===== src/rtl/assert_macros.svh =====
// Assertion helpers used by the flattener core.
`ifndef ASSERT_MACROS_SVH
`define ASSERT_MACROS_SVH

// Same-cycle implication, disabled while reset is asserted.
`define BCF_ASSERT_IMPLY(name, clk, rst_n, pre, post, msg) \
	name: assert property (@(posedge clk) disable iff (!rst_n) (pre) |-> (post)) \
		else $error(msg);

// Next-cycle implication, disabled while reset is asserted.
`define BCF_ASSERT_NEXT(name, clk, rst_n, pre, post, msg) \
	name: assert property (@(posedge clk) disable iff (!rst_n) (pre) |=> (post)) \
		else $error(msg);

`endif


===== src/rtl/bcf_pkg.sv =====
package bcf_pkg;

	localparam int SEGMENTS_DEFAULT  = 24;
	localparam int FRAC_BITS_DEFAULT = 16;
	localparam int COORD_W           = 32;
	localparam int QUEUE_DEPTH       = 2;

	localparam logic [1:0] ACT_BEGIN = 2'd0;
	localparam logic [1:0] ACT_POINT = 2'd1;
	localparam logic [1:0] ACT_QUAD  = 2'd2;
	localparam logic [1:0] ACT_CUBIC = 2'd3;

	// One classified command waiting for the back end.
	typedef struct packed {
		logic [1:0]                 kind;
		logic                       lead;
		logic signed [COORD_W-1:0]  p0_x;
		logic signed [COORD_W-1:0]  p0_y;
		logic signed [COORD_W-1:0]  c1_x;
		logic signed [COORD_W-1:0]  c1_y;
		logic signed [COORD_W-1:0]  c2_x;
		logic signed [COORD_W-1:0]  c2_y;
		logic signed [COORD_W-1:0]  e_x;
		logic signed [COORD_W-1:0]  e_y;
	} cmd_t;

endpackage


===== src/rtl/bcf_queue.sv =====
module bcf_queue (
	input  logic           clk,
	input  logic           arst_n,
	input  logic           push,
	input  bcf_pkg::cmd_t  push_data,
	input  logic           pop,
	output bcf_pkg::cmd_t  head,
	output logic           full,
	output logic           empty
);

	localparam int PTR_W = (bcf_pkg::QUEUE_DEPTH > 1) ? $clog2(bcf_pkg::QUEUE_DEPTH) : 1;
	localparam int CNT_W = $clog2(bcf_pkg::QUEUE_DEPTH + 1);

	bcf_pkg::cmd_t     slot_q [bcf_pkg::QUEUE_DEPTH];
	logic [PTR_W-1:0]  wr_ptr_q;
	logic [PTR_W-1:0]  rd_ptr_q;
	logic [CNT_W-1:0]  count_q;

	assign full  = (count_q == CNT_W'(bcf_pkg::QUEUE_DEPTH));
	assign empty = (count_q == '0);
	assign head  = slot_q[rd_ptr_q];

	function automatic logic [PTR_W-1:0] next_ptr(input logic [PTR_W-1:0] p);
		if (p == PTR_W'(bcf_pkg::QUEUE_DEPTH - 1))
			return '0;
		return p + PTR_W'(1);
	endfunction

	always_ff @(posedge clk or negedge arst_n) begin
		if (!arst_n) begin
			wr_ptr_q <= '0;
			rd_ptr_q <= '0;
			count_q  <= '0;
		end else begin
			if (push)
				wr_ptr_q <= next_ptr(wr_ptr_q);
			if (pop)
				rd_ptr_q <= next_ptr(rd_ptr_q);
			if (push && !pop)
				count_q <= count_q + CNT_W'(1);
			else if (pop && !push)
				count_q <= count_q - CNT_W'(1);
		end
	end

	always_ff @(posedge clk) begin
		if (push)
			slot_q[wr_ptr_q] <= push_data;
	end

endmodule


===== config.mk =====
export PLATFORM = sky130hd
export DESIGN_NAME = bcf_queue
export DESIGN_NICKNAME = d
export VERILOG_FILES = /design/src/rtl/assert_macros.svh /design/src/rtl/bcf_pkg.sv /design/src/rtl/bcf_queue.sv
export SDC_FILE = /design/constraint.sdc
export NUM_CORES = 1
export LEC_CHECK = 0
export BUFFER_PORTS_ARGS = -buffer_cell sky130_fd_sc_hd__buf_2
export CAP_MARGIN = 20
export CORE_AREA = 2 2 207 209
export DETAILED_ROUTE_END_ITERATION = 6
export DIE_AREA = 0 0 209 211
export GPL_TIMING_DRIVEN = 0
export PLACE_DENSITY = 0.79
export SYNTH_ARGS = -nofsm -noshare
export SYNTH_HDL_FRONTEND = slang
export SYNTH_SLANG_ARGS = --single-unit

===== constraint.sdc =====
create_clock -name clk -period 21.3 [get_ports clk]
set_clock_uncertainty 0.1 [all_clocks]
set_input_delay 5.325 -clock clk [delete_from_list [all_inputs] [get_ports clk]]
set_output_delay 5.325 -clock clk [all_outputs]
set_load 0.02 [all_outputs]

### After elaboration in Yosys (flattened, before gate mapping)

Memories as Yosys holds them, arrays and structs flattened.
Index checks and enable logic that the tools add are counted.
W data, S select, Z words.

| cells by class | value |
|---|---|
| add/sub/neg operators | 4 |
| multiply operators | 0 |
| divide/modulo/power cells | 0 |
| $lt $le $gt $ge | 0 |
| eq/ne operators | 1 |
| shift operators | 0 |
| muxes and demuxes | 12 |
| bitwise operators | 0 |
| reductions and logical operators | 6 |

Operators by type and width:

| operator | count |
|---|---|
| $mux W1 | 10 |
| $mux W2 | 2 |
| $add A1 B1 Y1 const B | 2 |
| $add A2 B1 Y2 const B | 1 |
| $eq A2 B2 Y1 const B | 1 |
| $logic_and A1 B1 Y1 | 2 |
| $logic_not A1 Y1 | 2 |
| $logic_not A2 Y1 | 1 |
| $reduce_bool A2 Y1 | 1 |
| $sub A2 B1 Y2 const B | 1 |

| word-level totals | value |
|---|---|
| flip-flop bits (word level) | 4 |
| latch bits | 0 |
| bits in writable memories | 518 |
| memory bits (read-only) | 0 |
| output and inout bits | 261 |
| logic and storage cells | 27 |
| memories | 1 |

Memory list:

| name | words | width | rd ports | clocked after memory_dff | wr ports | RTL line | source |
|---|---|---|---|---|---|---|---|
| slot_q | 2 | 259 | 1 | 0 | 1 | bcf_queue.sv:15 | `bcf_pkg::cmd_t slot_q [bcf_pkg::QUEUE_DEPTH];` |

### Longest topological paths before layout

Gate-level depths: netlist (run 1).

| logic depth | value |
|---|---|
| word-level depth | 4 |
| depth in mapped cells | 5 |

### Least setup slack after synthesis (run 1)

No wires, ideal clock.

| path | value |
|---|---|
| path kind | input-to-reg |
| start | in push |
| end | mem slot_q[0][0] in the netlist's numbering (enable) |
| data arrival time | 16.469 ns |
| required time | 20.285 ns |
| slack | 3.817 ns |
| cell stages on the path | 1 |
| buffers on the path | 0 |
| cell sequence | nor2b_1 |

| between the ends | value |
|---|---|
| cells in the longest elaborated chain, start to end | 2 |

RTL lines:

| what | RTL line | source |
|---|---|---|
| start: declaration | bcf_queue.sv:4 | `input logic push,` |
| $mux W1 | bcf_queue.sv:48 | `if (push)` |
| $mux W1 (not written as such) | bcf_queue.sv:49 | `slot_q[wr_ptr_q] <= push_data;` |
| end: declaration | bcf_queue.sv:15 |  |

Every way passes these cells.

==> results of run 1 <==
==> path summary, 6_finish.rpt <==
path / from / end / slack [ps] / depth (start not counted)
max: rd_ptr_q / head[80] / 13830 / 5
max in group asynchronous: arst_n / count_q[0] / 16540 / 1
min in group asynchronous: arst_n / count_q[1] / 4440 / 1
max reg2reg: wr_ptr_q / slot_q[0][107] / 19190 / 4
min: count_q[1] / count_q[1] / 400 / 1
min reg2reg: count_q[1] / count_q[1] / 400 / 1
==> area by class of cell <==
cell class | instances | area (µm²)
Inverter | 1 | 3.754
Antenna cell | 6 | 15.01
Clock inverter | 27 | 275.3
Sequential cell | 522 | 15660
Buffer | 29 | 289.0
Timing Repair Buffer | 536 | 2923
Clock buffer | 67 | 1400
Multi-Input combinational cell | 270 | 3760
Fill cell | 2943 | 16760
Tap cell | 539 | 674.4
==> power groups by stage <==
stage / logic [mW] / registers (mW) / clock network (mW)
after floorplan: 0.883 / 1.49 / 0
after global placement: 1.25 / 1.54 / 0
after detailed placement: 1.30 / 1.43 / 0
after CTS: 1.30 / 1.41 / 0.914
after global routing: 1.35 / 1.42 / 0.951
final: 1.28 / 1.41 / 0.894
==> sequential cells by signal, summed over array words and instances, names as in the netlist <==
register / flops
slot_q: 518
count_q: 2
rd_ptr_q: 1
wr_ptr_q: 1
==> per-stage QoR <==
| stage | hold slack, ps | TNS [ps] | cells | util |
|---|---|---|---|---|
| 6_report | 401.7 | 0 | 1997 | 0.5986 |
| 5_1_grt | 408.5 | 0 | 1996 | 0.5985 |
| 4_1_cts | 402.8 | 0 | 1991 | 0.5982 |
| 3_5_place_dp | 389.7 | 0 | 1897 | 0.5581 |
| 3_3_place_gp | 366.8 | -656430 | 1884 | 0.5505 |
| 2_1_floorplan | 353.1 | 0 | 822 | - |
==> per-layer routing <==
| metal | track usage | share of wire |
|---|---|---|
| met4 | 0.07167 | 0.026 |
| met1 | 0.2005 | 0.35 |
| met3 | 0.07568 | 0.098 |
| met2 | 0.3400 | 0.52 |
| met5 | 0 | 0.0031 |
==> critical path, stage by stage (launching register included) <==
cell and delay (ps):
dfrtp_1 340, buf_6 140, buf_6 230, buf_6 230, mux2_4 310, buf_2 210
==> cell families (layout without fill, tap and decap cells) <==
kind of cell	after synthesis	in the layout	share of synthesized area
xor gates and xnor gates	5	5	0.002223
adders and majority gates	1	1	0.0006351
buffers and inverters	30	660	0.01486
DFF	522	522	0.7948
muxes	259	259	0.1862
other	0	6	0
and+or+nand+nor	5	5	0.001334
==> cell usage in the layout, fill, tap and decap left out, types with 2 or more instances in the layout <==
cell type	Yosys	final
buf_2	6	529
edfxtp_1	518	518
mux2_4	200	200
mux2_2	59	59
clkbuf_16	0	54
buf_6	23	23
clkbuf_1	0	13
clkinv_1	0	10
buf_12	0	7
diode_2	0	6
clkinv_2	0	6
buf_16	0	6
bufinv_16	0	5
xor2_1	4	4
dfrtp_1	4	4
inv_6	0	3
nor2_1	2	2
clkinvlp_4	0	2
==> flow_metrics.tcl, run 1 <==
set metrics [dict create \
    critical_path.max_fanout 10 \
    clock_power_share 0.249 \
    rows 75 \
    wire_per_inst_um 21.50 \
    dr.pass1.iters 4 \
    sequentialPowerShare 0.393 \
    drive_above_1_share 0.6178 \
    place_ws_ps 14130 \
    status "finished clean" \
    grt_antenna_before_repair 16 \
    required_ps 15880 \
    vias 9886 \
    grt_pass1_wl_mm 62.05 \
    io_pins 524 \
    drv_slew 0 \
    numCtsBuffers 52 \
    place_congestion 0.7468 \
    hold_violations 0 \
    fin_area_um2 25000 \
    fin_ws_ps 13830 \
    yosys.cell_count.top_type "edfxtp_1" \
    syn_to_final_growth_pct 26.89 \
    die_h_um 211 \
    wl_mm 42.93 \
    io_buffers 523 \
    yosysTopAreaCell "edfxtp_1" \
    synth-async-reset-ratio 0.007663 \
    period_minus_slack_ps 7472 \
    fmax_mhz 133.8 \
    cp-end-kind "primary output" \
    setup_viol 0 \
    dp_hpwl_mm 30.44 \
    ctsHtreeMaxLevel 2 \
    syn_nets 1086 \
    ctsRootBufferMaster "clkbuf_16" \
    synthTopCellsByCount "518 x edfxtp_1, 200 x mux2_4, 59 x mux2_2, 23 x buf_6, 6 x buf_2" \
    post-route-period-util 0.3508 \
    fin_nets 1676 \
    rsz0062_at_grt "no" \
    start_util 0.4717 \
    drc 0 \
    drtIter0Drc 595 \
    internal_power_mw 2.439 \
    powerDensity_nw_per_um2 143.4 \
    synth_top_area_frac 0.7897 \
    slew-limit-headroom 0.6794 \
    die-area_um2 44100 \
    totalPowerFinal_mw 3.585 \
    core_area_um2 41760 \
    ctsResizeCount 0 \
    ir_drop_mv 0.09960 \
    synth_top_flop_cell "edfxtp_1" \
    comb_power_share 0.358 \
    post_cts_buffers 0 \
    cts_tree "done" \
    hold_path.class "flop to flop" \
    arrival_ps 2050 \
    numClockSinks 522 \
    antenna_left 0 \
    gr-total-overflow 0 \
    synth_area_um2 19700 \
    hold_buffers 0 \
    grt.total_usage 0.1896 \
    clkSlewWorstSetupHoldPaths_ps 60 \
    synth.area.top_cells "edfxtp_1 79%, mux2_4 15%, mux2_2 3.4%" \
    synth.avg_cell_area_um2 23.96 \
    p_switching_mw 1.146 \
    worst_slew_pin_slew_ps 479.9 \
    path_class "flop to primary output" \
    maxCapViolCount 0 \
    clk_latency_ps 580 \
    ys_warn_count 0 \
    p_leak_nw 10.00 \
    yosysSeqAreaShare 0.7948 \
    sw_frac_of_total 0.3198 \
    die_w_um 209 \
    grt_start_max_net_pins 66 \
    cts_buffer_depth 3 \
    ys_seq_elements 522 \
    synth_cell_types 13 \
    synth-edff-count 518 \
    startpoint_type "flop" \
    vias_per_cell 4.950 \
    synthCells 822 \
    place_area_um2 23300 \
    grt_pass1_vias 10519 \
]
(Power assumes the default switching activity.)
==> run 2, diff against run 1 <==
Settings changed: CORE_AREA 2 2 207 209 to not set, CORE_MARGIN set to 2, CORE_UTILIZATION set to 47, DIE_AREA 0 0 209 211 to not set, PLACE_DENSITY 0.79 to 0.81.
Clock period 21.3 ns to 6.7 ns, I/O delays scaled along.
==> run 2 against run 1 <==
  * Clock power increased to 3.0 times the previous value
  * Core utilization shrank 0.12 points
  * Largest power group unchanged
  * Wire length shrank 0.43%
  * Largest cell class unchanged
  * Sequential power increased to 3.2 times the previous value
  * Via count increased by 0.55%
  * Final cell count about the same
==> flow_metrics.tcl, run 2 (synthesized netlist as in run 1, its figures left out) <==
set metrics [dict create \
    status "finished clean" \
    fin_nets 1676 \
    ir_drop_mv 0.3247 \
    powerDensity_nw_per_um2 451.2 \
    grt_antenna_before_repair 15 \
    layout_common_cells "529 x buf_2, 518 x edfxtp_1, 200 x mux2_4" \
    crit_path_max_incr_delay_ps 340 \
    gr-total-overflow 0 \
    critical_path.max_fanout 10 \
    dp.cells 1897 \
    dp_hpwl_mm 30.49 \
    wl_mm 42.74 \
    start_util 0.4728 \
    cts_tree "done" \
    hold_path.class "flop to flop" \
    wire_per_inst_um 21.39 \
    ctsHtreeMaxLevel 2 \
    clk_latency_ps 560 \
    layout_commonest_cell "buf_2" \
    rows 75 \
    place_ws_ps 2629 \
    grt_start_max_net_pins 70 \
    fin_area_um2 24890 \
    fin_ws_ps 2864 \
    final_cell_count_no_fill 1998 \
    whs_ps 400.5 \
    dr.pass1.iters 5 \
    die_w_um 208.7 \
    place_congestion 0.7531 \
    setup_viol 0 \
    finalSetupTns_ps 0 \
    hold_violations 0 \
    io_buffers 523 \
    arrival_ps 2060 \
    totalPowerFinal_mw 11.23 \
    maxCapViolCount 0 \
    cp-end-kind "primary output" \
    vias_per_cell 4.975 \
    path_cells "buf_6 > buf_6 > buf_6 > mux2_4 > buf_2" \
    p_leak_nw 9.953 \
    path_class "flop to primary output" \
    slew-limit-headroom 0.3836 \
    io_pins 524 \
    largest_register_ffs 518 \
    drtIter0Drc 638 \
    period_minus_slack_ps 3836 \
    worst-path-buf-inv 4 \
    rsz0062_at_grt "no" \
    numCtsBuffers 52 \
    worst_slew_pin_slew_ps 922.7 \
    drc 0 \
    numClockSinks 522 \
    grt_pass1_wl_mm 62.56 \
    die-area_um2 43560 \
    post_cts_buffers 0 \
    ctsResizeCount 0 \
    fmax_mhz 260.7 \
    fillers 3020 \
    die_h_um 208.7 \
    required_ps 4930 \
    cts_buffer_depth 3 \
    core_area_um2 41670 \
    drive_above_1_share 0.6198 \
    hold_buffers 0 \
    ctsRootBufferMaster "clkbuf_16" \
    post-route-period-util 0.5725 \
    antenna_left 0 \
    clkSlewWorstSetupHoldPaths_ps 60 \
    slowest_stage "dfrtp_1" \
    drv_slew 0 \
    final_util 0.5974 \
    syn_to_final_growth_pct 26.36 \
    top_register "slot_q" \
    cp_top_family "buffers and inverters" \
    startpoint_type "flop" \
    grt.total_usage 0.1923 \
    crit_top_cell "buf_6" \
    vias 9940 \
    reg.largest.list "slot_q (518), count_q (2)" \
    place_area_um2 23300 \
    grt_pass1_vias 10560 \
]
==> run 2: layout make-up <==
cell class | instances | area [µm²] | share of cell area
Multi-Input combinational cell | 270 | 3760 | 0.1511
Buffer | 29 | 289.0 | 0.01161
Timing Repair Buffer | 536 | 2915 | 0.1171
Clock inverter | 25 | 158.9 | 0.006384
Inverter | 1 | 3.754 | 0.0001508
Sequential cell | 522 | 15660 | 0.6290
Antenna cell | 7 | 17.52 | 0.0007038
Tap cell | 539 | 674.4 | 0.02709
Clock buffer | 69 | 1416 | 0.05690
==> run 2: metal layers <==
layer | wire length, µm | GRT usage | vias to the layer above
met5 | 122 | 0 | -
met4 | 1239 | 0.08227 | 18
met3 | 3777 | 0.06718 | 96
met2 | 22160 | 0.3359 | 420
met1 | 15440 | 0.2133 | 4922
li1 | - | - | 4484
==> run 2: worst paths after layout <==
| kind | startpoint | to | slack (ps) | cells past startpoint |
|---|---|---|---|---|
| worst min register to register | count_q[1] | count_q[1] | 400 | 1 |
| worst max-delay path | rd_ptr_q | head[199] | 2860 | 5 |
| worst max register to register | wr_ptr_q | slot_q[0][50] | 4090 | 5 |
| worst min-delay path | count_q[1] | count_q[1] | 400 | 1 |
| min in group asynchronous | arst_n | count_q[1] | 800 | 1 |
| max in group asynchronous | arst_n | count_q[0] | 5570 | 1 |
==> run 2: power breakdown <==
group,internal [mW],switching [mW]
registers,4.33,0.156
logic,1.76,2.31
clock network,1.52,1.16
total,7.61,3.62
==> run 2: worst reg2reg max path, stage by stage, from the launching register on <==
cell and delay (ps):
dfrtp_1 430, nor2b_4 740, buf_12 310, buf_12 210, buf_12 230, buf_12 260
