**src/rtl/assert_macros.svh**
```systemverilog
// Assertion helpers used by the flattener core.
`ifndef ASSERT_MACROS_SVH
`define ASSERT_MACROS_SVH

// Same-cycle implication, disabled while reset is asserted.
`define BCF_ASSERT_IMPLY(name, clk, rst_n, pre, post, msg) \
	name: assert property (@(posedge clk) disable iff (!rst_n) (pre) |-> (post)) \
		else $error(msg);

// Next-cycle implication, disabled while reset is asserted.
`define BCF_ASSERT_NEXT(name, clk, rst_n, pre, post, msg) \
	name: assert property (@(posedge clk) disable iff (!rst_n) (pre) |=> (post)) \
		else $error(msg);

`endif

```
**src/rtl/bcf_pkg.sv**
```systemverilog
package bcf_pkg;

	localparam int SEGMENTS_DEFAULT  = 24;
	localparam int FRAC_BITS_DEFAULT = 16;
	localparam int COORD_W           = 32;
	localparam int QUEUE_DEPTH       = 2;

	localparam logic [1:0] ACT_BEGIN = 2'd0;
	localparam logic [1:0] ACT_POINT = 2'd1;
	localparam logic [1:0] ACT_QUAD  = 2'd2;
	localparam logic [1:0] ACT_CUBIC = 2'd3;

	// One classified command waiting for the back end.
	typedef struct packed {
		logic [1:0]                 kind;
		logic                       lead;
		logic signed [COORD_W-1:0]  p0_x;
		logic signed [COORD_W-1:0]  p0_y;
		logic signed [COORD_W-1:0]  c1_x;
		logic signed [COORD_W-1:0]  c1_y;
		logic signed [COORD_W-1:0]  c2_x;
		logic signed [COORD_W-1:0]  c2_y;
		logic signed [COORD_W-1:0]  e_x;
		logic signed [COORD_W-1:0]  e_y;
	} cmd_t;

endpackage

```
**src/rtl/bcf_ifs.sv**
```systemverilog
interface bcf_cmd_if;
	logic                                valid;
	logic                                ready;
	logic [1:0]                          action;
	logic signed [bcf_pkg::COORD_W-1:0]  ctrl1_x;
	logic signed [bcf_pkg::COORD_W-1:0]  ctrl1_y;
	logic signed [bcf_pkg::COORD_W-1:0]  ctrl2_x;
	logic signed [bcf_pkg::COORD_W-1:0]  ctrl2_y;
	logic signed [bcf_pkg::COORD_W-1:0]  end_x;
	logic signed [bcf_pkg::COORD_W-1:0]  end_y;

	modport source (output valid, action, ctrl1_x, ctrl1_y, ctrl2_x, ctrl2_y, end_x, end_y,
		input ready);
	modport sink (input valid, action, ctrl1_x, ctrl1_y, ctrl2_x, ctrl2_y, end_x, end_y,
		output ready);
endinterface


```
**src/rtl/bcf_front.sv**
```systemverilog
module bcf_front (
	input  logic           clk,
	input  logic           arst_n,
	bcf_cmd_if.sink        cmd,
	input  logic           q_full,
	output logic           push,
	output bcf_pkg::cmd_t  entry,
	output logic           path_nonempty
);

	logic                                accept;
	logic                                curve;
	logic                                nonempty_q;
	logic signed [bcf_pkg::COORD_W-1:0]  pen_x_q;
	logic signed [bcf_pkg::COORD_W-1:0]  pen_y_q;

	assign cmd.ready     = !q_full;
	assign accept        = cmd.valid && cmd.ready;
	assign push          = accept && (cmd.action != bcf_pkg::ACT_BEGIN);
	assign curve         = (cmd.action == bcf_pkg::ACT_QUAD) || (cmd.action == bcf_pkg::ACT_CUBIC);
	assign path_nonempty = nonempty_q;

	// An empty path starts the curve at its first control point.
	always_comb begin
		entry.kind = cmd.action;
		entry.lead = curve && !nonempty_q;
		entry.p0_x = nonempty_q ? pen_x_q : cmd.ctrl1_x;
		entry.p0_y = nonempty_q ? pen_y_q : cmd.ctrl1_y;
		entry.c1_x = cmd.ctrl1_x;
		entry.c1_y = cmd.ctrl1_y;
		entry.c2_x = cmd.ctrl2_x;
		entry.c2_y = cmd.ctrl2_y;
		entry.e_x  = cmd.end_x;
		entry.e_y  = cmd.end_y;
	end

	always_ff @(posedge clk or negedge arst_n) begin
		if (!arst_n) begin
			nonempty_q <= 1'b0;
		end else if (accept) begin
			unique case (cmd.action) inside
				bcf_pkg::ACT_BEGIN: begin
					nonempty_q <= 1'b0;
				end
				bcf_pkg::ACT_POINT, bcf_pkg::ACT_QUAD, bcf_pkg::ACT_CUBIC: begin
					nonempty_q <= 1'b1;
				end
			endcase
		end
	end

	// The last curve point lands exactly on the end point, so the pen follows it.
	always_ff @(posedge clk) begin
		if (push) begin
			pen_x_q <= cmd.end_x;
			pen_y_q <= cmd.end_y;
		end
	end

endmodule

```
**src/flat_wrapper.sv**
```systemverilog
// flat-port wrapper written by rule: the top's interface ports become plain ports
module bcf_front_flat 
  (clk, arst_n, q_full, push, entry, path_nonempty, cmd_valid, cmd_action, cmd_ctrl1_x, cmd_ctrl1_y, cmd_ctrl2_x, cmd_ctrl2_y, cmd_end_x, cmd_end_y, cmd_ready);
  bcf_cmd_if cmd_i ();
  input  logic clk;
  input  logic arst_n;
  input  logic q_full;
  output logic push;
  output bcf_pkg::cmd_t entry;
  output logic path_nonempty;
  input wire logic [$bits(cmd_i.valid)-1:0] cmd_valid;
  input wire logic [$bits(cmd_i.action)-1:0] cmd_action;
  input wire logic [$bits(cmd_i.ctrl1_x)-1:0] cmd_ctrl1_x;
  input wire logic [$bits(cmd_i.ctrl1_y)-1:0] cmd_ctrl1_y;
  input wire logic [$bits(cmd_i.ctrl2_x)-1:0] cmd_ctrl2_x;
  input wire logic [$bits(cmd_i.ctrl2_y)-1:0] cmd_ctrl2_y;
  input wire logic [$bits(cmd_i.end_x)-1:0] cmd_end_x;
  input wire logic [$bits(cmd_i.end_y)-1:0] cmd_end_y;
  output wire logic [$bits(cmd_i.ready)-1:0] cmd_ready;
  assign cmd_i.valid = cmd_valid;
  assign cmd_i.action = cmd_action;
  assign cmd_i.ctrl1_x = cmd_ctrl1_x;
  assign cmd_i.ctrl1_y = cmd_ctrl1_y;
  assign cmd_i.ctrl2_x = cmd_ctrl2_x;
  assign cmd_i.ctrl2_y = cmd_ctrl2_y;
  assign cmd_i.end_x = cmd_end_x;
  assign cmd_i.end_y = cmd_end_y;
  assign cmd_ready = cmd_i.ready;
  bcf_front u_core (.clk(clk), .arst_n(arst_n), .cmd(cmd_i), .q_full(q_full), .push(push), .entry(entry), .path_nonempty(path_nonempty));
endmodule
```
**config.mk**
```make
export PLATFORM = sky130hd
export DESIGN_NAME = bcf_front_flat
export DESIGN_NICKNAME = d
export VERILOG_FILES = /design/src/rtl/assert_macros.svh /design/src/rtl/bcf_pkg.sv /design/src/rtl/bcf_ifs.sv /design/src/rtl/bcf_front.sv /design/src/flat_wrapper.sv
export SDC_FILE = /design/constraint.sdc
export NUM_CORES = 1
export LEC_CHECK = 0
export BUFFER_PORTS_ARGS = -buffer_cell sky130_fd_sc_hd__clkbuf_2
export CAP_MARGIN = 40
export CORE_AREA = 2 2 180 182
export CTS_CLUSTER_DIAMETER = 120
export CTS_CLUSTER_SIZE = 16
export DETAILED_ROUTE_END_ITERATION = 10
export DIE_AREA = 0 0 182 184
export HOLD_SLACK_MARGIN = 0.15
export SYNTH_ARGS = -nofsm -noshare
export SYNTH_HDL_FRONTEND = slang
export SYNTH_SLANG_ARGS = --single-unit
```
**constraint.sdc**
```tcl
create_clock -name clk -period 3.7 [get_ports clk]
set_input_delay 0 -clock clk [delete_from_list [all_inputs] [get_ports clk]]
set_output_delay 0 -clock clk [all_outputs]
set_load 0.01 [all_outputs]
```
## After elaboration in Yosys (flattened, before gate mapping)

Cells that the tools add are included.

| storage, ports and cells | value |
|---|---|
| flip-flop bits (word level) | 65 |
| bits of input ports | 198 |
| output and inout bits | 262 |
| logic and storage cells | 18 |

| cells by class | value |
|---|---|
| eq/ne operators | 3 |
| multiplexer cells | 3 |
| reduce and logical (&&, ||, !) cells | 9 |

Operator list:

| operator | number |
|---|---|
| 2-to-1 mux 32 bit | 2 |
| == test 2 bit (second input constant) | 2 |
| logical AND 1 bit | 3 |
| OR reduction 3 bit | 1 |
| == test 2 x 1 -> 1 bit (second input constant) | 1 |
| zero test 1 bit | 2 |
| zero test 2 bit | 1 |
| one-hot mux 1 bit (2 select lines) | 1 |
| nonzero test 2 bit | 1 |
| logical OR 1 bit | 1 |

## Logic depth before layout (Yosys ltp)

Gate-level depths: netlist of the first run.

| depth | value |
|---|---|
| depth in word-level cells | 3 |
| depth in mapped cells | 4 |
| depth with buffers taken out | 2 |

## Worst setup path before layout of the first run

OpenSTA, ideal clock, no wires.

| timing | value |
|---|---|
| path type | input-to-reg |
| from | input port cmd_valid |
| to | register u_core.pen_x_q[0] (netlist bit), enable pin |
| setup time | 0.499 ns |
| arrival time | 3.169 ns |
| data required time | 3.201 ns |
| path slack | 0.032 ns |
| stages on the path | 2 |
| buffers on the path | 0 |
| cell sequence | nor2b_1 -> nor2b_1 |

| on the way | value |
|---|---|
| cells in the longest elaborated chain, start to end | 2 |

RTL lines:

| what | line | text |
|---|---|---|
| start, declared | flat_wrapper.sv:11 | `input wire logic [$bits(cmd_i.valid)-1:0] cmd_valid;` |
| logical AND 1 bit | bcf_front.sv:18 | `assign accept = cmd.valid && cmd.ready;` |
| logical AND 1 bit | bcf_front.sv:19 | `assign push = accept && (cmd.action != bcf_pkg::ACT_BEGIN);` |
| named net push | flat_wrapper.sv:8 | `output logic push;` |
| end signal, assigned | bcf_front.sv:55 | `pen_x_q <= cmd.end_x;` |
| end, declared | bcf_front.sv:14 | `logic signed [bcf_pkg::COORD_W-1:0] pen_x_q;` |

The timed path passes the listed nets, and every way through them passes these cells.
A chain may end at the register's enable or synchronous reset.

==> results of run 1 <==
path summary, 6_finish.rpt:
| path | startpoint | endpoint | slack, ns | cells after the start |
|---|---|---|---|---|
| setup / recovery | u_core.path_nonempty | entry[223] | 1.66 | 3 |
| hold / removal | cmd_ctrl1_x[9] | entry[169] | 0.20 | 2 |
| setup reg to reg | u_core.path_nonempty | u_core.path_nonempty | 2.23 | 3 |
| hold reg to reg | u_core.path_nonempty | u_core.path_nonempty | 1.38 | 3 |
| max in group asynchronous | arst_n | u_core.path_nonempty | 3.04 | 3 |
| min in group asynchronous | arst_n | u_core.path_nonempty | 0.55 | 3 |
cell families (layout without fill, tap and decap cells):
group | count (synthesis) | after routing | synth area share
flops | 65 | 65 | 0.445
mux | 65 | 65 | 0.200
buf+inv | 203 | 485 | 0.350
simple gates | 4 | 4 | 0.00515
other cells | 0 | 1 | 0
cell usage in the layout (no fill, tap or decap):
cell and n:
clkbuf_2 331, clkinv_1 1, edfxtp_1 64, mux2i_1 1, dlygate4sd3_1 133, clkbuf_16 9
diode_2 1, clkbuf_1 1, mux2_2 26, clkinv_2 4, mux2_4 38, dfrtp_4 1
nor2_1 1, inv_1 2, nor2b_4 1, nor2b_1 2, buf_4 4
layer usage:
metal  GRT usage  part of all wire  wire length, µm
met5           0                 0                0
met4      0.0345             0.018              256
met3      0.0252             0.081             1180
met2       0.152              0.55             7930
met1      0.0822              0.35             5150
area by class of cell:
class | count | share of cell area
Antenna cell | 1 | 0.000377
Clock buffer | 10 | 0.0345
Clock inverter | 5 | 0.00358
Inverter | 2 | 0.00113
Multi-Input combinational cell | 69 | 0.136
Sequential cell | 65 | 0.294
Tap cell | 402 | 0.0758
Timing Repair Buffer | 468 | 0.455
worst register-to-register path: stages (launching register included):
cell and delay, ns:
dfrtp_4 0.64, inv_1 0.07, mux2i_1 0.13, dlygate4sd3_1 0.56
state kept, by name, indices dropped and copies added (netlist names):
name	flops
u_core.pen_x_q	32
u_core.pen_y_q	32
u_core.path_nonempty	1
where the power goes:
part | switching [W] | internal [W] | total, W
Combinational | 0.000312 | 0.000372 | 0.000684
Sequential | 0.0000292 | 0.000864 | 0.000893
Clock | 0.000330 | 0.000443 | 0.000772
Total | 0.000671 | 0.00168 | 0.00235
metrics by stage:
step	hold WS (ns)	util	power, W
2_1_floorplan	-0.296	-	0.00135
3_3_place_gp	-0.222	0.161	0.00145
3_5_place_dp	-0.221	0.161	0.00146
4_1_cts	0.203	0.211	0.00240
5_1_grt	0.212	0.211	0.00247
6_report	0.203	0.211	0.00235
==> results.md, run 1 <==
- Status: completed
- Mapped Cells: 337
- # setup viols final: 0
- Actual slew at the worst max-slew pin: 0.590 ns
- Post-synth top cells: buf_4 (194), edfxtp_1 (64), mux2_4 (38)
- Die Span Y: 184 µm
- Yosys top cell area share: 0.439
- Pwr/cell area: 354 nW/µm²
- Post-route setup TNS: 0 ns
- Pleak: 3.16 nW
- Clock sinks: 65
- Initial antenna violation count: 1
- Syn_nets: 535
- # hold bufs at CTS: 133
- Placed insts: 873
- Area Overhead vs Synth: 51.8%
- Half-perimeter wire length after placement: 9.91 mm
- Avg Cell Area, Syn: 13.0 µm²
- CTS tree: done
- Starting Density: 0.139
- Die outline width: 182 µm
- Non-filler cells, final: 1022
- Global route overflow: 0
- CTS clock-pin slew for the worst setup and hold paths: 0.05 ns
- Worst EP arrival: 2.04 ns
- Worst path required time: 3.70 ns
- IO Port Bufs: 331
- Final clock skew: 0 ns
- WL final: 14.5 mm
- Mapped cell area: 4370 µm²
- Fmax: 490 MHz
- Number of synthesized flops with an enable pin: 64
- Final critical-path required period: 2.04 ns
- Total iterations of the first detailed-routing run: 4
- Final slew viol count: 0
- Fin area: 6640 µm²
- Max-slew headroom: 0.607
- Post-CTS setup buffers: 0
- Sequential-to-total area share from yosys stat: 0.445
- Worst-Skew Late Latency: 0.33 ns
- Worst setup SP type: flop
- Die area: 33500 µm²
- Area leader, netlist: edfxtp_1
- Multi-input gate area: 903 µm²
- Crit end category: output port
- GRT Overall Usage: 0.0808
- Detail Route Antenna Nets: 0
- Layout cells sized above 1: 0.669
- Main area contributors after synthesis: edfxtp_1 (44%), buf_4 (33%), mux2_4 (13%)
- CP Max Fanout: 26
- Hold Vio Cnt, Final: 0
- Final Cycle Share: 0.551
- Crit path buf inv count: 2
- Core area: 31400 µm²
- Top FF cell, synth: edfxtp_1
- H-tree depth: 3
- Root Buffer: clkbuf_16
- Setup ws final: 1.66 ns
- Reg area: 1950 µm²
- Cts repair resizes: 0
- Netlist cell types: 11
- Async SR Flop Fraction: 0.0154
- Fill cell count: 3375
- DR vias/cell: 3.20
- Number of global-route vias before repair: 3346
- Max_cap viols: 0
- Unrepaired setup endpoints after global routing: false
- Worst path top cell family by delay: flip-flops
- GPL Wtd Cong: 0.770
- Max incr delay on CP: 0.64 ns
- Placed inst area: 5050 µm²
- Max VDD drop: 0.000156 V
- Ports: 460
- FF+latch count, synth: 65
- Cell with the most instances after synthesis: buf_4
- Cell Rows: 65
- Clock buffer depth: 2
- Worst Setup Path Type: flop to output port
- Clock buffer count from CTS: 9
- CP max-delay cell: dfrtp_4
- Vias: 3270
- Place WS: 1.98 ns
- Detailed-route wire length per cell: 14.2 µm
- HP Class: primary input to output port
- CP Cell Sequence: buf_4, mux2_2, clkbuf_2
- Initial DRC count: 93
- Syn. warnings: 0
- Global-route wire length before repair: 19.5 mm
- Largest net degree at the start of global routing: 40
- Remaining DRCs: 0
- Layout Nets: 813
No activity file was read; power rests on OpenSTA's default activity.
==> run 2: changes to the inputs <==
clock period = 2 ns   (was 3.7 ns; I/O delays follow)
==> results.md, run 2 (synthesis gave the netlist of run 1 again) <==
- Hold path depth: 2 (unchanged)
- Reg2reg path depth: 4 (+1)
- # setup viols final: 0 (unchanged)
- R2R Setup Slk: 0.48 ns (-1.75 ns)
- Crit end category: flop
- Clk pwr share: 0.389 (+0.060)
- Die Span Y: 184 µm (unchanged)
- IO Port Bufs: 331 (unchanged)
- Max incr delay on CP: 0.58 ns (-0.06 ns)
- Global-route wire length before repair: 18.9 mm (-3.4%)
- Hold_sp: cmd_ctrl1_y[9]
- Worst path required time: 2.28 ns (-1.42 ns)
- Final Power: 0.00481 W (+100%)
- HP Class: primary input to output port
- Initial antenna violation count: 2 (+1)
- Top cell by count, worst path: dlygate4sd3_1
- CP max-delay cell: dlygate4sd3_1
- Hold Vio Cnt, Final: 0 (unchanged)
- Global routing usage on met3: 0.0250 (-0.000198)
- Root Buffer: clkbuf_16
- WHS Endpoint: entry[137]
- Detailed-route wire length per cell: 13.7 µm (-3.7%)
- Fill cell count: 3340 (-1.0%)
- GPL Wtd Cong: 0.817 (+6.0%)
- Half-perimeter wire length after placement: 9.80 mm (-1.1%)
- Final clock skew: 0 ns (unchanged)
- Power Internal: 0.00352 W (+110%)
- Worst EP arrival: 2.11 ns (+0.07 ns)
- Status: completed
- Vias: 3288 (+0.55%)
- Worst path top cell family by delay: buffers and inverters
- Final Cycle Share: 0.915
- Largest net degree at the start of global routing: 37 (-7.5%)
- Clock buffer count from CTS: 9 (unchanged)
- Total iterations of the first detailed-routing run: 3 (-1)
- Fmax: 546 MHz
- Layout cells sized above 1: 0.673 (+0.00376)
- Commonest non-fill, non-tap cells in the layout: clkbuf_2 (331), dlygate4sd3_1 (133), edfxtp_1 (64), mux2_4 (38), mux2_2 (26)
- Worst Setup Path Type: primary input to flop
- Worst r2r src: u_core.path_nonempty
- Actual slew at the worst max-slew pin: 0.282 ns (-0.308 ns)
- Core area: 31400 µm² (unchanged)
- Post-CTS setup buffers: 0 (unchanged)
- Max-slew headroom: 0.812 (+0.205)
- Die area: 33500 µm² (unchanged)
- Area Overhead vs Synth: 55.0%
- CP Cell Sequence: dlygate4sd3_1, clkbuf_2, nor2b_1, dlygate4sd3_1, mux2i_1, dlygate4sd3_1
- Cell Rows: 65 (unchanged)
- Die outline width: 182 µm (unchanged)
- Pwr/cell area: 709 nW/µm² (+100%)
- Sw Ratio: 0.268 (-0.0178)
- Post-route setup TNS: 0 ns (unchanged)
- Clock buffer depth: 2 (unchanged)
- Worst-Skew Late Latency: 0.34 ns (about the same)
- Global route overflow: 0 (unchanged)
- Detail Route Antenna Nets: 0 (unchanged)
- CP Max Fanout: 2 (-92%)
- Max VDD drop: 0.000285 V (+83%)
- Max_cap viols: 0 (unchanged)
- Crit path buf inv count: 4 (+2)
- Ports: 460 (unchanged)
- GRT Max-Usage Layer: met2
- Switching pwr: 0.00129 W (+92%)
- Final critical-path required period: 1.83 ns
- Layout Nets: 813 (unchanged)
- DR vias/cell: 3.21 (+0.45%)
- Initial DRC count: 55 (-41%)
- Starting Density: 0.139 (unchanged)
- Seq pwr share: 0.339 (-0.041)
- H-tree depth: 3 (unchanged)
- Worst setup SP type: primary input
- Placed inst area: 5100 µm² (+0.99%)
- CTS clock-pin slew for the worst setup and hold paths: 0.06 ns (about the same)
- Clock sinks: 65 (unchanged)
- Fin area: 6780 µm² (+2.1%)
- WL final: 14.0 mm (-3.6%)
- Number of global-route vias before repair: 3275 (-2.1%)
- GRT Overall Usage: 0.0771 (-0.00369)
- Final slew viol count: 0 (unchanged)
- Cts repair resizes: 0 (unchanged)
- Final hold slack: 0.201 ns (-0.00205 ns)
- CTS tree: done
- Pleak: 3.21 nW (+1.6%)
- Most common cell after layout, fill and taps aside: clkbuf_2
- Gate power share: 0.271 (-0.020)
- Unrepaired setup endpoints after global routing: false
- Met2 GRT Util: 0.139 (-0.0133)
- M1 GR Usage: 0.0831 (+0.000829)
- Remaining DRCs: 0 (unchanged)
- Final core utilization: 0.216 (+0.00450)
- RR Endpoint: u_core.path_nonempty
-- run 2: changes by cell type in the layout (fill, tap and decap cells not counted), moves of 2 or more --
| cell | change |
|---|---|
| buf_12 | +4 |
| buf_4 | -4 |
| bufinv_16 | +3 |
| clkinv_2 | -3 |
| clkinvlp_4 | +2 |
-- run 2: how the worst max path moves through the flow --
stage,from,end,depth (start not counted)
after floorplan,cmd_valid,u_core.pen_x_q[0],2
after global placement,q_full,u_core.pen_x_q[10],4
after detailed placement,q_full,u_core.pen_x_q[19],4
after CTS,cmd_valid,u_core.path_nonempty,6
after global routing,cmd_valid,u_core.path_nonempty,6
final,cmd_valid,u_core.path_nonempty,6
-- run 2: timing repair --
item	in CTS	in global routing
hold buffers	133	0
endpoints found under the setup margin	0	0
hold endpoints to repair	130	0
-- run 2: final cells by class --
cell class | instances | area [µm²] | share of cell area
diodes | 1 | 2.50 | 0.000369
clock buffers | 9 | 225 | 0.0332
clock inverters | 7 | 119 | 0.0175
inverters | 2 | 7.51 | 0.00111
multi-input cells | 69 | 903 | 0.133
flip-flops and latches | 65 | 1950 | 0.288
well taps | 402 | 503 | 0.0742
repair buffers | 468 | 3070 | 0.453
-- run 2: power groups by stage --
stage	sequential [W]	clock (W)	combinational, W
2_1_floorplan	0.00164	0	0.000859
3_3_place_gp	0.00166	0	0.00104
3_5_place_dp	0.00166	0	0.00105
4_1_cts	0.00164	0.00194	0.00131
5_1_grt	0.00164	0.00201	0.00139
6_report	0.00163	0.00187	0.00130
-- run 2: metal layers --
layer  vias up  share of wire
met3        13          0.082
met5         -              0
met2       253           0.53
met4         0          0.017
li1       1512              -
met1      1510           0.37
-- run 2: through the flow --
stage               instances  worst slack [ns]
global route             1022             0.110
CTS                      1022             0.213
detailed placement        873             0.711
global placement          873             0.752
finish                   1023             0.170
floorplan                 337             0.329
